<file path="src/design/b64c_pkg.sv">
package b64c_pkg;

    localparam logic [7:0] CHAR_PAD = 8'h3D;  // '='
    localparam logic [7:0] CHAR_NUL = 8'h00;
    localparam logic [5:0] SEXTET_PLUS  = 6'd62;
    localparam logic [5:0] SEXTET_SLASH = 6'd63;
    localparam int unsigned MAX_RESULTS = 4;

    // One accepted transaction's worth of results, up to four
    typedef struct packed {
        logic [MAX_RESULTS-1:0][7:0] chars;
        logic [1:0]                  last_idx;
        logic                        has_data;
        logic                        eom;
    } t_bundle;

    // Sextet to alphabet character
    function automatic logic [7:0] sextet_to_char(input logic [5:0] v);
        logic [7:0] c;
        if (v < 6'd26) begin
            c = 8'h41 + {2'b00, v};
        end else if (v < 6'd52) begin
            c = 8'h61 + {2'b00, v - 6'd26};
        end else if (v < SEXTET_PLUS) begin
            c = 8'h30 + {2'b00, v - 6'd52};
        end else if (v == SEXTET_PLUS) begin
            c = 8'h2B;
        end else begin
            c = 8'h2F;
        end
        return c;
    endfunction

    // Character to sextet; bit 6 set for a character outside the alphabet
    function automatic logic [6:0] char_to_sextet(input logic [7:0] c);
        logic [6:0] s;
        if (c >= 8'h41 && c <= 8'h5A) begin
            s = {1'b0, 6'(c - 8'h41)};
        end else if (c >= 8'h61 && c <= 8'h7A) begin
            s = {1'b0, 6'(c - 8'h61 + 8'd26)};
        end else if (c >= 8'h30 && c <= 8'h39) begin
            s = {1'b0, 6'(c - 8'h30 + 8'd52)};
        end else if (c == 8'h2B) begin
            s = {1'b0, SEXTET_PLUS};
        end else if (c == 8'h2F) begin
            s = {1'b0, SEXTET_SLASH};
        end else begin
            s = 7'h40;
        end
        return s;
    endfunction

endpackage

</file>
<file path="src/design/base64_stream_codec_core.sv">
// Base64 codec (standard alphabet, '=' padding) over a byte stream. Write
// i_cfg_wdata with i_cfg_we to pick encode (0) or decode (1); any write
// also aborts the message in progress, so write only while idle. Each input
// transaction is taken and classified by the front end, which
// pushes its results (up to four) as one entry into a two-entry queue; the
// back end sends them out one per cycle, while the receiver is ready, through
// an output register. The result port therefore sets the rate: encoding gives
// four characters per three bytes (a byte that completes a group gives two
// characters), decoding at most one byte per character, and the last byte of
// an encoded message gives two to four characters with closing and padding.
// A last item that yields no data gives a single end marker with
// o_has_data low. o_message_length is nonzero only on the end-of-message
// result and saturates at all ones.
module base64_stream_codec_core #(
    parameter int LENGTH_BITS = 16
) (
    input  logic                   i_clk,
    input  logic                   i_rst_n,
    input  logic                   i_cfg_we,
    input  logic                   i_cfg_wdata,
    input  logic                   i_valid,
    output logic                   o_ready,
    input  logic [7:0]             i_data_byte,
    input  logic                   i_last_item,
    output logic                   o_valid,
    input  logic                   i_ready,
    output logic [7:0]             o_out_byte,
    output logic                   o_has_data,
    output logic                   o_end_of_message,
    output logic [LENGTH_BITS-1:0] o_message_length
);
    import b64c_pkg::*;

    localparam int QW = $bits(t_bundle) + LENGTH_BITS;

    logic                   q_ready, q_valid, push, pop;
    t_bundle                f_bundle, q_bundle;
    logic [LENGTH_BITS-1:0] f_length, q_length;

    // Front end: classify and compute results
    b64c_front #(.LENGTH_BITS(LENGTH_BITS)) u_front (
        .i_clk       (i_clk),
        .i_rst_n     (i_rst_n),
        .i_cfg_we    (i_cfg_we),
        .i_cfg_wdata (i_cfg_wdata),
        .i_valid     (i_valid),
        .o_ready     (o_ready),
        .i_data_byte (i_data_byte),
        .i_last_item (i_last_item),
        .i_q_ready   (q_ready),
        .o_push      (push),
        .o_bundle    (f_bundle),
        .o_length    (f_length)
    );

    // Decoupling queue
    b64c_queue #(.WIDTH(QW), .DEPTH(2)) u_queue (
        .i_clk   (i_clk),
        .i_rst_n (i_rst_n),
        .i_push  (push),
        .i_data  ({f_bundle, f_length}),
        .o_ready (q_ready),
        .i_pop   (pop),
        .o_valid (q_valid),
        .o_data  ({q_bundle, q_length})
    );

    // Back end: serialise results
    b64c_back #(.LENGTH_BITS(LENGTH_BITS)) u_back (
        .i_clk            (i_clk),
        .i_rst_n          (i_rst_n),
        .i_q_valid        (q_valid),
        .i_bundle         (q_bundle),
        .i_length         (q_length),
        .o_pop            (pop),
        .o_valid          (o_valid),
        .i_ready          (i_ready),
        .o_out_byte       (o_out_byte),
        .o_has_data       (o_has_data),
        .o_end_of_message (o_end_of_message),
        .o_message_length (o_message_length)
    );

`ifndef SYNTHESIS
    a_len_only_at_end: assert property (@(posedge i_clk) disable iff (!i_rst_n)
        (o_valid && !o_end_of_message) |-> (o_message_length == '0))
        else $error("message length on a non-final result");

    a_bare_is_end: assert property (@(posedge i_clk) disable iff (!i_rst_n)
        (o_valid && !o_has_data) |-> (o_end_of_message && o_out_byte == 8'h00))
        else $error("bare marker that is not an end of message");

    a_pop_needs_entry: assert property (@(posedge i_clk) disable iff (!i_rst_n)
        pop |-> q_valid)
        else $error("queue popped while empty");

    a_push_needs_room: assert property (@(posedge i_clk) disable iff (!i_rst_n)
        push |-> q_ready)
        else $error("queue pushed while full");
`endif

endmodule

</file>
<file path="src/design/b64c_front.sv">
module b64c_front #(
    parameter int LENGTH_BITS = 16
) (
    input  logic                   i_clk,
    input  logic                   i_rst_n,
    input  logic                   i_cfg_we,
    input  logic                   i_cfg_wdata,
    input  logic                   i_valid,
    output logic                   o_ready,
    input  logic [7:0]             i_data_byte,
    input  logic                   i_last_item,
    input  logic                   i_q_ready,
    output logic                   o_push,
    output b64c_pkg::t_bundle      o_bundle,
    output logic [LENGTH_BITS-1:0] o_length
);
    import b64c_pkg::*;

    localparam logic [LENGTH_BITS-1:0] LEN_MAX = {LENGTH_BITS{1'b1}};

    logic                   r_dir;
    logic [1:0]             r_phase, n_phase;
    logic [7:0]             r_carry, n_carry;
    logic                   r_stop, n_stop;
    logic [LENGTH_BITS-1:0] r_len;
    logic [LENGTH_BITS:0]   len_sum;
    logic [LENGTH_BITS-1:0] len_sat;
    logic [2:0]             nd;
    logic [MAX_RESULTS-1:0][7:0] chars;
    logic [6:0]             sx;
    logic                   accept;

    assign o_ready = i_q_ready;
    assign accept  = i_valid & i_q_ready;

    // Classify the item and work out every result it causes
    always_comb begin
        n_phase = r_phase;
        n_carry = r_carry;
        n_stop  = r_stop;
        nd      = 3'd0;
        chars   = '0;
        sx      = char_to_sextet(i_data_byte);
        if (!r_dir) begin
            case (r_phase)
                2'd1: begin
                    chars[0] = sextet_to_char(r_carry[5:0] | {2'b00, i_data_byte[7:4]});
                    n_carry  = {2'b00, i_data_byte[3:0], 2'b00};
                    n_phase  = 2'd2;
                    nd       = 3'd1;
                end
                2'd2: begin
                    chars[0] = sextet_to_char(r_carry[5:0] | {4'b0000, i_data_byte[7:6]});
                    chars[1] = sextet_to_char(i_data_byte[5:0]);
                    n_carry  = 8'h00;
                    n_phase  = 2'd0;
                    nd       = 3'd2;
                end
                default: begin
                    // phase 0, and the decode-only phase 3 alike
                    chars[0] = sextet_to_char(i_data_byte[7:2]);
                    n_carry  = {2'b00, i_data_byte[1:0], 4'b0000};
                    n_phase  = 2'd1;
                    nd       = 3'd1;
                end
            endcase
            // closing character and padding
            if (i_last_item && n_phase != 2'd0) begin
                chars[nd[1:0]] = sextet_to_char(n_carry[5:0]);
                nd = nd + 3'd1;
                if (n_phase == 2'd1) begin
                    chars[nd[1:0]] = CHAR_PAD;
                    nd = nd + 3'd1;
                end
                chars[nd[1:0]] = CHAR_PAD;
                nd = nd + 3'd1;
            end
        end else if (!r_stop) begin
            if (i_data_byte == CHAR_PAD || i_data_byte == CHAR_NUL) begin
                n_stop = 1'b1;
            end else if (!sx[6]) begin
                case (r_phase)
                    2'd0: begin
                        n_carry = {sx[5:0], 2'b00};
                    end
                    2'd1: begin
                        chars[0] = r_carry | {6'b000000, sx[5:4]};
                        n_carry  = {sx[3:0], 4'b0000};
                        nd       = 3'd1;
                    end
                    2'd2: begin
                        chars[0] = r_carry | {4'b0000, sx[5:2]};
                        n_carry  = {sx[1:0], 6'b000000};
                        nd       = 3'd1;
                    end
                    default: begin
                        chars[0] = r_carry | {2'b00, sx[5:0]};
                        n_carry  = 8'h00;
                        nd       = 3'd1;
                    end
                endcase
                n_phase = r_phase + 2'd1;
            end
        end
    end

    // Saturating message length
    assign len_sum = {1'b0, r_len} + {{(LENGTH_BITS-2){1'b0}}, nd};
    assign len_sat = len_sum[LENGTH_BITS] ? LEN_MAX : len_sum[LENGTH_BITS-1:0];

    // Bundle towards the queue; a silent non-last item pushes nothing
    assign o_push            = accept & ((nd != 3'd0) | i_last_item);
    assign o_bundle.chars    = chars;
    assign o_bundle.last_idx = (nd == 3'd0) ? 2'd0 : 2'(nd - 3'd1);
    assign o_bundle.has_data = (nd != 3'd0);
    assign o_bundle.eom      = i_last_item;
    assign o_length          = i_last_item ? len_sat : '0;

    // Message state
    always_ff @(posedge i_clk) begin
        if (!i_rst_n) begin
            r_dir   <= 1'b0;
            r_phase <= 2'd0;
            r_carry <= 8'h00;
            r_stop  <= 1'b0;
            r_len   <= '0;
        end else if (i_cfg_we) begin
            r_dir   <= i_cfg_wdata;
            r_phase <= 2'd0;
            r_carry <= 8'h00;
            r_stop  <= 1'b0;
            r_len   <= '0;
        end else if (accept) begin
            if (i_last_item) begin
                r_phase <= 2'd0;
                r_carry <= 8'h00;
                r_stop  <= 1'b0;
                r_len   <= '0;
            end else begin
                r_phase <= n_phase;
                r_carry <= n_carry;
                r_stop  <= n_stop;
                r_len   <= len_sat;
            end
        end
    end

endmodule

</file>
<file path="src/design/b64c_queue.sv">
module b64c_queue #(
    parameter int WIDTH = 8,
    parameter int DEPTH = 2
) (
    input  logic             i_clk,
    input  logic             i_rst_n,
    input  logic             i_push,
    input  logic [WIDTH-1:0] i_data,
    output logic             o_ready,
    input  logic             i_pop,
    output logic             o_valid,
    output logic [WIDTH-1:0] o_data
);
    localparam int PW = (DEPTH > 1) ? $clog2(DEPTH) : 1;
    localparam int CW = $clog2(DEPTH + 1);
    localparam logic [PW-1:0] PTR_LAST = PW'(DEPTH - 1);
    localparam logic [CW-1:0] CNT_FULL = CW'(DEPTH);

    logic [WIDTH-1:0] r_mem [DEPTH];
    logic [PW-1:0]    r_wp, r_rp;
    logic [CW-1:0]    r_cnt;

    assign o_ready = (r_cnt != CNT_FULL);
    assign o_valid = (r_cnt != '0);
    assign o_data  = r_mem[r_rp];

    // Pointers and fill level
    always_ff @(posedge i_clk) begin
        if (!i_rst_n) begin
            r_wp  <= '0;
            r_rp  <= '0;
            r_cnt <= '0;
        end else begin
            if (i_push) begin
                r_wp <= (r_wp == PTR_LAST) ? '0 : r_wp + PW'(1);
            end
            if (i_pop) begin
                r_rp <= (r_rp == PTR_LAST) ? '0 : r_rp + PW'(1);
            end
            if (i_push && !i_pop) begin
                r_cnt <= r_cnt + CW'(1);
            end else if (i_pop && !i_push) begin
                r_cnt <= r_cnt - CW'(1);
            end
        end
    end

    // Storage
    always_ff @(posedge i_clk) begin
        if (i_push) begin
            r_mem[r_wp] <= i_data;
        end
    end

endmodule

</file>
<file path="src/design/b64c_back.sv">
module b64c_back #(
    parameter int LENGTH_BITS = 16
) (
    input  logic                   i_clk,
    input  logic                   i_rst_n,
    input  logic                   i_q_valid,
    input  b64c_pkg::t_bundle      i_bundle,
    input  logic [LENGTH_BITS-1:0] i_length,
    output logic                   o_pop,
    output logic                   o_valid,
    input  logic                   i_ready,
    output logic [7:0]             o_out_byte,
    output logic                   o_has_data,
    output logic                   o_end_of_message,
    output logic [LENGTH_BITS-1:0] o_message_length
);
    import b64c_pkg::*;

    logic                   r_valid;
    logic [7:0]             r_byte;
    logic                   r_has;
    logic                   r_eom;
    logic [LENGTH_BITS-1:0] r_len;
    logic [1:0]             r_idx;
    logic                   load;
    logic                   at_end;

    assign load   = i_q_valid & (~r_valid | i_ready);
    assign at_end = (r_idx == i_bundle.last_idx);
    assign o_pop  = load & at_end;

    // Result index within the head bundle
    always_ff @(posedge i_clk) begin
        if (!i_rst_n) begin
            r_valid <= 1'b0;
            r_idx   <= 2'd0;
        end else begin
            if (load) begin
                r_valid <= 1'b1;
                r_idx   <= at_end ? 2'd0 : r_idx + 2'd1;
            end else if (i_ready) begin
                r_valid <= 1'b0;
            end
        end
    end

    // Output register
    always_ff @(posedge i_clk) begin
        if (load) begin
            r_byte <= i_bundle.chars[r_idx];
            r_has  <= i_bundle.has_data;
            r_eom  <= i_bundle.eom & at_end;
            r_len  <= (i_bundle.eom & at_end) ? i_length : '0;
        end
    end

    assign o_valid          = r_valid;
    assign o_out_byte       = r_byte;
    assign o_has_data       = r_has;
    assign o_end_of_message = r_eom;
    assign o_message_length = r_len;

endmodule

</file>
<file path="config.mk">
export PLATFORM = sky130hd
export DESIGN_NAME = base64_stream_codec_core
export DESIGN_NICKNAME = d
export VERILOG_FILES = /design/src/design/b64c_pkg.sv /design/src/design/base64_stream_codec_core.sv /design/src/design/b64c_front.sv /design/src/design/b64c_queue.sv /design/src/design/b64c_back.sv
export SDC_FILE = /design/constraint.sdc
export NUM_CORES = 1
export LEC_CHECK = 0
export BUFFER_PORTS_ARGS = -buffer_cell sky130_fd_sc_hd__buf_2
export CORE_AREA = 3 3 122 170
export DETAILED_ROUTE_END_ITERATION = 10
export DIE_AREA = 0 0 125 173
export GPL_ROUTABILITY_DRIVEN = 0
export PLACE_DENSITY_LB_ADDON = 0.2
export SLEW_MARGIN = 20
export SYNTH_ARGS = -nofsm -noshare
export SYNTH_HDL_FRONTEND = slang
export SYNTH_SLANG_ARGS = --single-unit
</file>
<file path="constraint.sdc">
create_clock -name i_clk -period 5.4 [get_ports i_clk]
set_input_delay 0.81 -clock i_clk [delete_from_list [all_inputs] [get_ports i_clk]]
set_output_delay 0.81 -clock i_clk [all_outputs]
set_load 0.02 [all_outputs]
</file>
==> reports/qor.yml <==
clock_network:
  path_clk_slew_ns: 0.06
  cts-root-buf: "clkbuf_16"
  cts_buffer_depth: 2
  clk_latency_ns: 0.42
  cts_buffers: 17
  cts_resized: 0
  hold_buffers: 0
  post_cts_buffers: 0
  cts_tree: "done"
  htreeDepth: 4
  cts.sinks: 150
timing:
  tightestPinTransition_ns: 0.8303
  slew_viol_final: 0
  fin_tns_setup_ns: 0
  fin_ws_ns: 0.6268
  rsz0062_at_grt: "false"
  slew_headroom_pct: 43.77
  period_share_pct: 88.39
  hold_violations: 0
  holdWs_ns: 0.4989
  setup_violations: 0
  max_freq_ghz: 0.2095
  min_period_ns: 4.773
  skew_ns: 0.009280
global_route:
  grt_max_degree: 46
  grt_pass1_wl_um: 37630
  grt_antenna_before_repair: 0
  grt_pass1_vias: 7173
  grt_overflow_total: 0
  grt_usage_pct: 21.29
min_path:
  min_path_type: "reg2reg"
layout:
  nets: 1075
  multi_input_area_um2: 5040
  antenna_cells: 0
  nFillCells: 1675
  final_area_um2: 10680
  ff_latch_area_um2: 4165
  area_delta_synth_final_pct: 11.49
  post_route_cells_drive_above_1_share_pct: 13.39
status:
  status: "finished, final reports clean"
worst_setup_path:
  worstPathRequired_ns: 5.76
  worst-path-max-fanout: 27
  crit_path_max_incr_delay_ns: 0.40
  endpoint_kind: "flop"
  cp.arrival_ns: 5.13
  criticalPathCategory: "in2reg"
  path_cells: "buf_2, inv_1, ha_1, a21o_1, a311oi_2, and2_1, a211oi_4, nor3b_2, mux2_2, ha_1, inv_1, fa_1, nor2b_1, o2111a_1, and4_1, and2b_1, nand4_2, buf_4, a21oi_1, o22ai_1, nor2_1"
  startpoint_type: "input port"
  crit_slowest_cell: "fa_1"
placed_design:
  dp_hpwl_um: 16700
  port_buffers: 42
  dp_slack_ns: 0.2486
  placed_area_um2: 10090
pwr:
  max-vdd-ir-drop_v: 0.0002568
  finalPower_uw: 3884
  powerDensity_nw_per_um2: 363.5
  leakage_uw: 0.003925
logic_synthesis:
  yosys.cell_types.count: 79
  async_flop_share_pct: 0
  synthCells: 974
  yosysWarnings: 0
  avgSynthCellArea_um2: 9.839
  synth_seq_area_share_pct: 43.45
  ys_ff_latch: 150
  netlist_area_um2: 9583
  synth-edff-count: 116
  ys.flop_type: "edfxtp_1"
detailed_routing:
  drtPass1Iterations: 5
  vias: 7409
  ant_nets: 0
  vias_per_cell: 5.862
  wl_per_cell_um: 18.22
  wl_um: 23030
  first_iter_violations: 600
  drc: 0
die:
  pin_count: 43
  initial_utilization_pct: 49.48
  std_cell_rows: 60
  die_area_um2: 21630
  coreArea_um2: 19370
  die_w_um: 125
  die_height_um: 173
flow_run:
  cap_violations: 0
path summary, 6_finish.rpt:
| check | start | end | slack (ns) | cells past startpoint |
|---|---|---|---|---|
| setup / recovery | i_data_byte[2] | u_front.r_len[3]$_SDFFE_PP0P_ | 0.63 | 21 |
| hold / removal | u_front.r_carry[7]$_SDFFE_PP0P_ | u_front.r_carry[7]$_SDFFE_PP0P_ | 0.50 | 2 |
| setup reg to reg | u_front.r_phase[0]$_SDFFE_PP0P_ | u_queue.r_mem[0][13]$_DFFE_PP_ | 1.56 | 15 |
| hold reg to reg | u_front.r_carry[7]$_SDFFE_PP0P_ | u_front.r_carry[7]$_SDFFE_PP0P_ | 0.50 | 2 |
sequential cells by signal, indices dropped and copies added, names as in the netlist, 2 cells and up, named ones only:
name	count
u_queue.r_cnt	2
u_back.o_out_byte	8
u_front.r_carry	6
u_back.o_message_length	16
u_back.r_idx	2
u_queue.r_mem	90
u_front.r_len	16
u_front.r_phase	2
stage by stage:
stage,std cells,util [%]
2_1_floorplan,979,-
5_1_grt,1264,55.16
3_5_place_dp,1232,52.09
4_1_cts,1264,55.14
6_report,1264,55.16
3_3_place_gp,1232,52.09
cells in the mapped netlist (all sizes together) (3+ instances only):
library cell | count | area, um2
o21a | 6 | 45.04
nand4 | 4 | 31.28
and3 | 9 | 61.31
o21ai | 43 | 219.0
a311oi | 3 | 32.53
nor2b | 14 | 87.58
xor2 | 19 | 166.4
a2111oi | 3 | 26.28
a21o | 8 | 60.06
o221a | 3 | 33.78
and4 | 3 | 26.28
clkbuf | 50 | 187.7
a21oi | 73 | 369.1
nor2 | 90 | 337.8
mux2i | 34 | 340.3
a31oi | 17 | 106.4
a211oi | 16 | 132.6
nand3 | 27 | 135.1
edfxtp | 116 | 3483
mux4 | 8 | 180.2
nand2b | 18 | 112.6
a22oi | 6 | 45.04
o211ai | 8 | 60.06
nor3b | 6 | 50.05
mux2 | 6 | 67.56
o31ai | 7 | 52.55
or2 | 3 | 18.77
ha | 56 | 700.7
nand2 | 77 | 291.5
nor3 | 18 | 90.09
buf | 12 | 57.55
o311ai | 5 | 43.80
or3 | 3 | 18.77
o221ai | 8 | 70.07
a221oi | 13 | 138.9
a21boi | 3 | 22.52
inv | 43 | 161.4
and2 | 15 | 93.84
dfxtp | 34 | 680.7
o22ai | 15 | 93.84
xnor2 | 38 | 332.8
layout by cell type, fill, tap and decap left out, types with 9 or more instances in the layout:
| cell | count |
|---|---|
| a211oi_1 | 15 |
| a21oi_1 | 71 |
| a221oi_1 | 9 |
| a31oi_1 | 17 |
| and2_1 | 12 |
| buf_2 | 42 |
| buf_4 | 24 |
| clkbuf_16 | 17 |
| dfxtp_1 | 33 |
| edfxtp_1 | 116 |
| ha_1 | 56 |
| inv_1 | 43 |
| mux2i_1 | 34 |
| nand2_1 | 76 |
| nand2b_1 | 18 |
| nand3_1 | 27 |
| nor2_1 | 88 |
| nor2b_1 | 14 |
| nor3_1 | 18 |
| o21ai_0 | 37 |
| o22ai_1 | 15 |
| xnor2_1 | 38 |
| xor2_1 | 19 |
power by group:
group / switching (uW) / internal, uW / total (uW)
sequential: 84.4 / 1540 / 1630
clock: 504 / 657 / 1160
combinational: 696 / 402 / 1100
layer usage:
layer  global-route usage, %  part of all wire, %
met1                   26.60                   42
met2                   37.88                   52
met3                   2.967                  3.6
met4                   6.872                  2.3
met5                       0                    0
critical path: cells and delay by family:
| family | cells | cell delay (ns) |
|---|---|---|
| mux | 1 | 0.20 |
| compound gates | 6 | 1.25 |
| simple gates | 7 | 1.38 |
| fa+ha+maj | 3 | 0.85 |
| buf+inv | 4 | 0.64 |
layout make-up:
class                      instances  area share (%)
clock buffer                      17           3.982
clock inverter                    15           1.534
inverter                          45           1.581
timing repair buffer              67           3.841
sequential                       150           38.99
multi-input combinational        722           47.17
tap                              248           2.904
cell families after synthesis:
group / share of synthesized area (%)
adder cells (fa/ha/maj): 7.521
multiplexers: 6.137
buffers and inverters: 4.322
XOR/XNOR: 5.210
other: 0.03913
AND/OR/NAND/NOR: 14.99
AO/OA/AOI/OAI: 18.33
flip-flops: 43.45
Note: power is estimated with default switching activity, not from simulation.
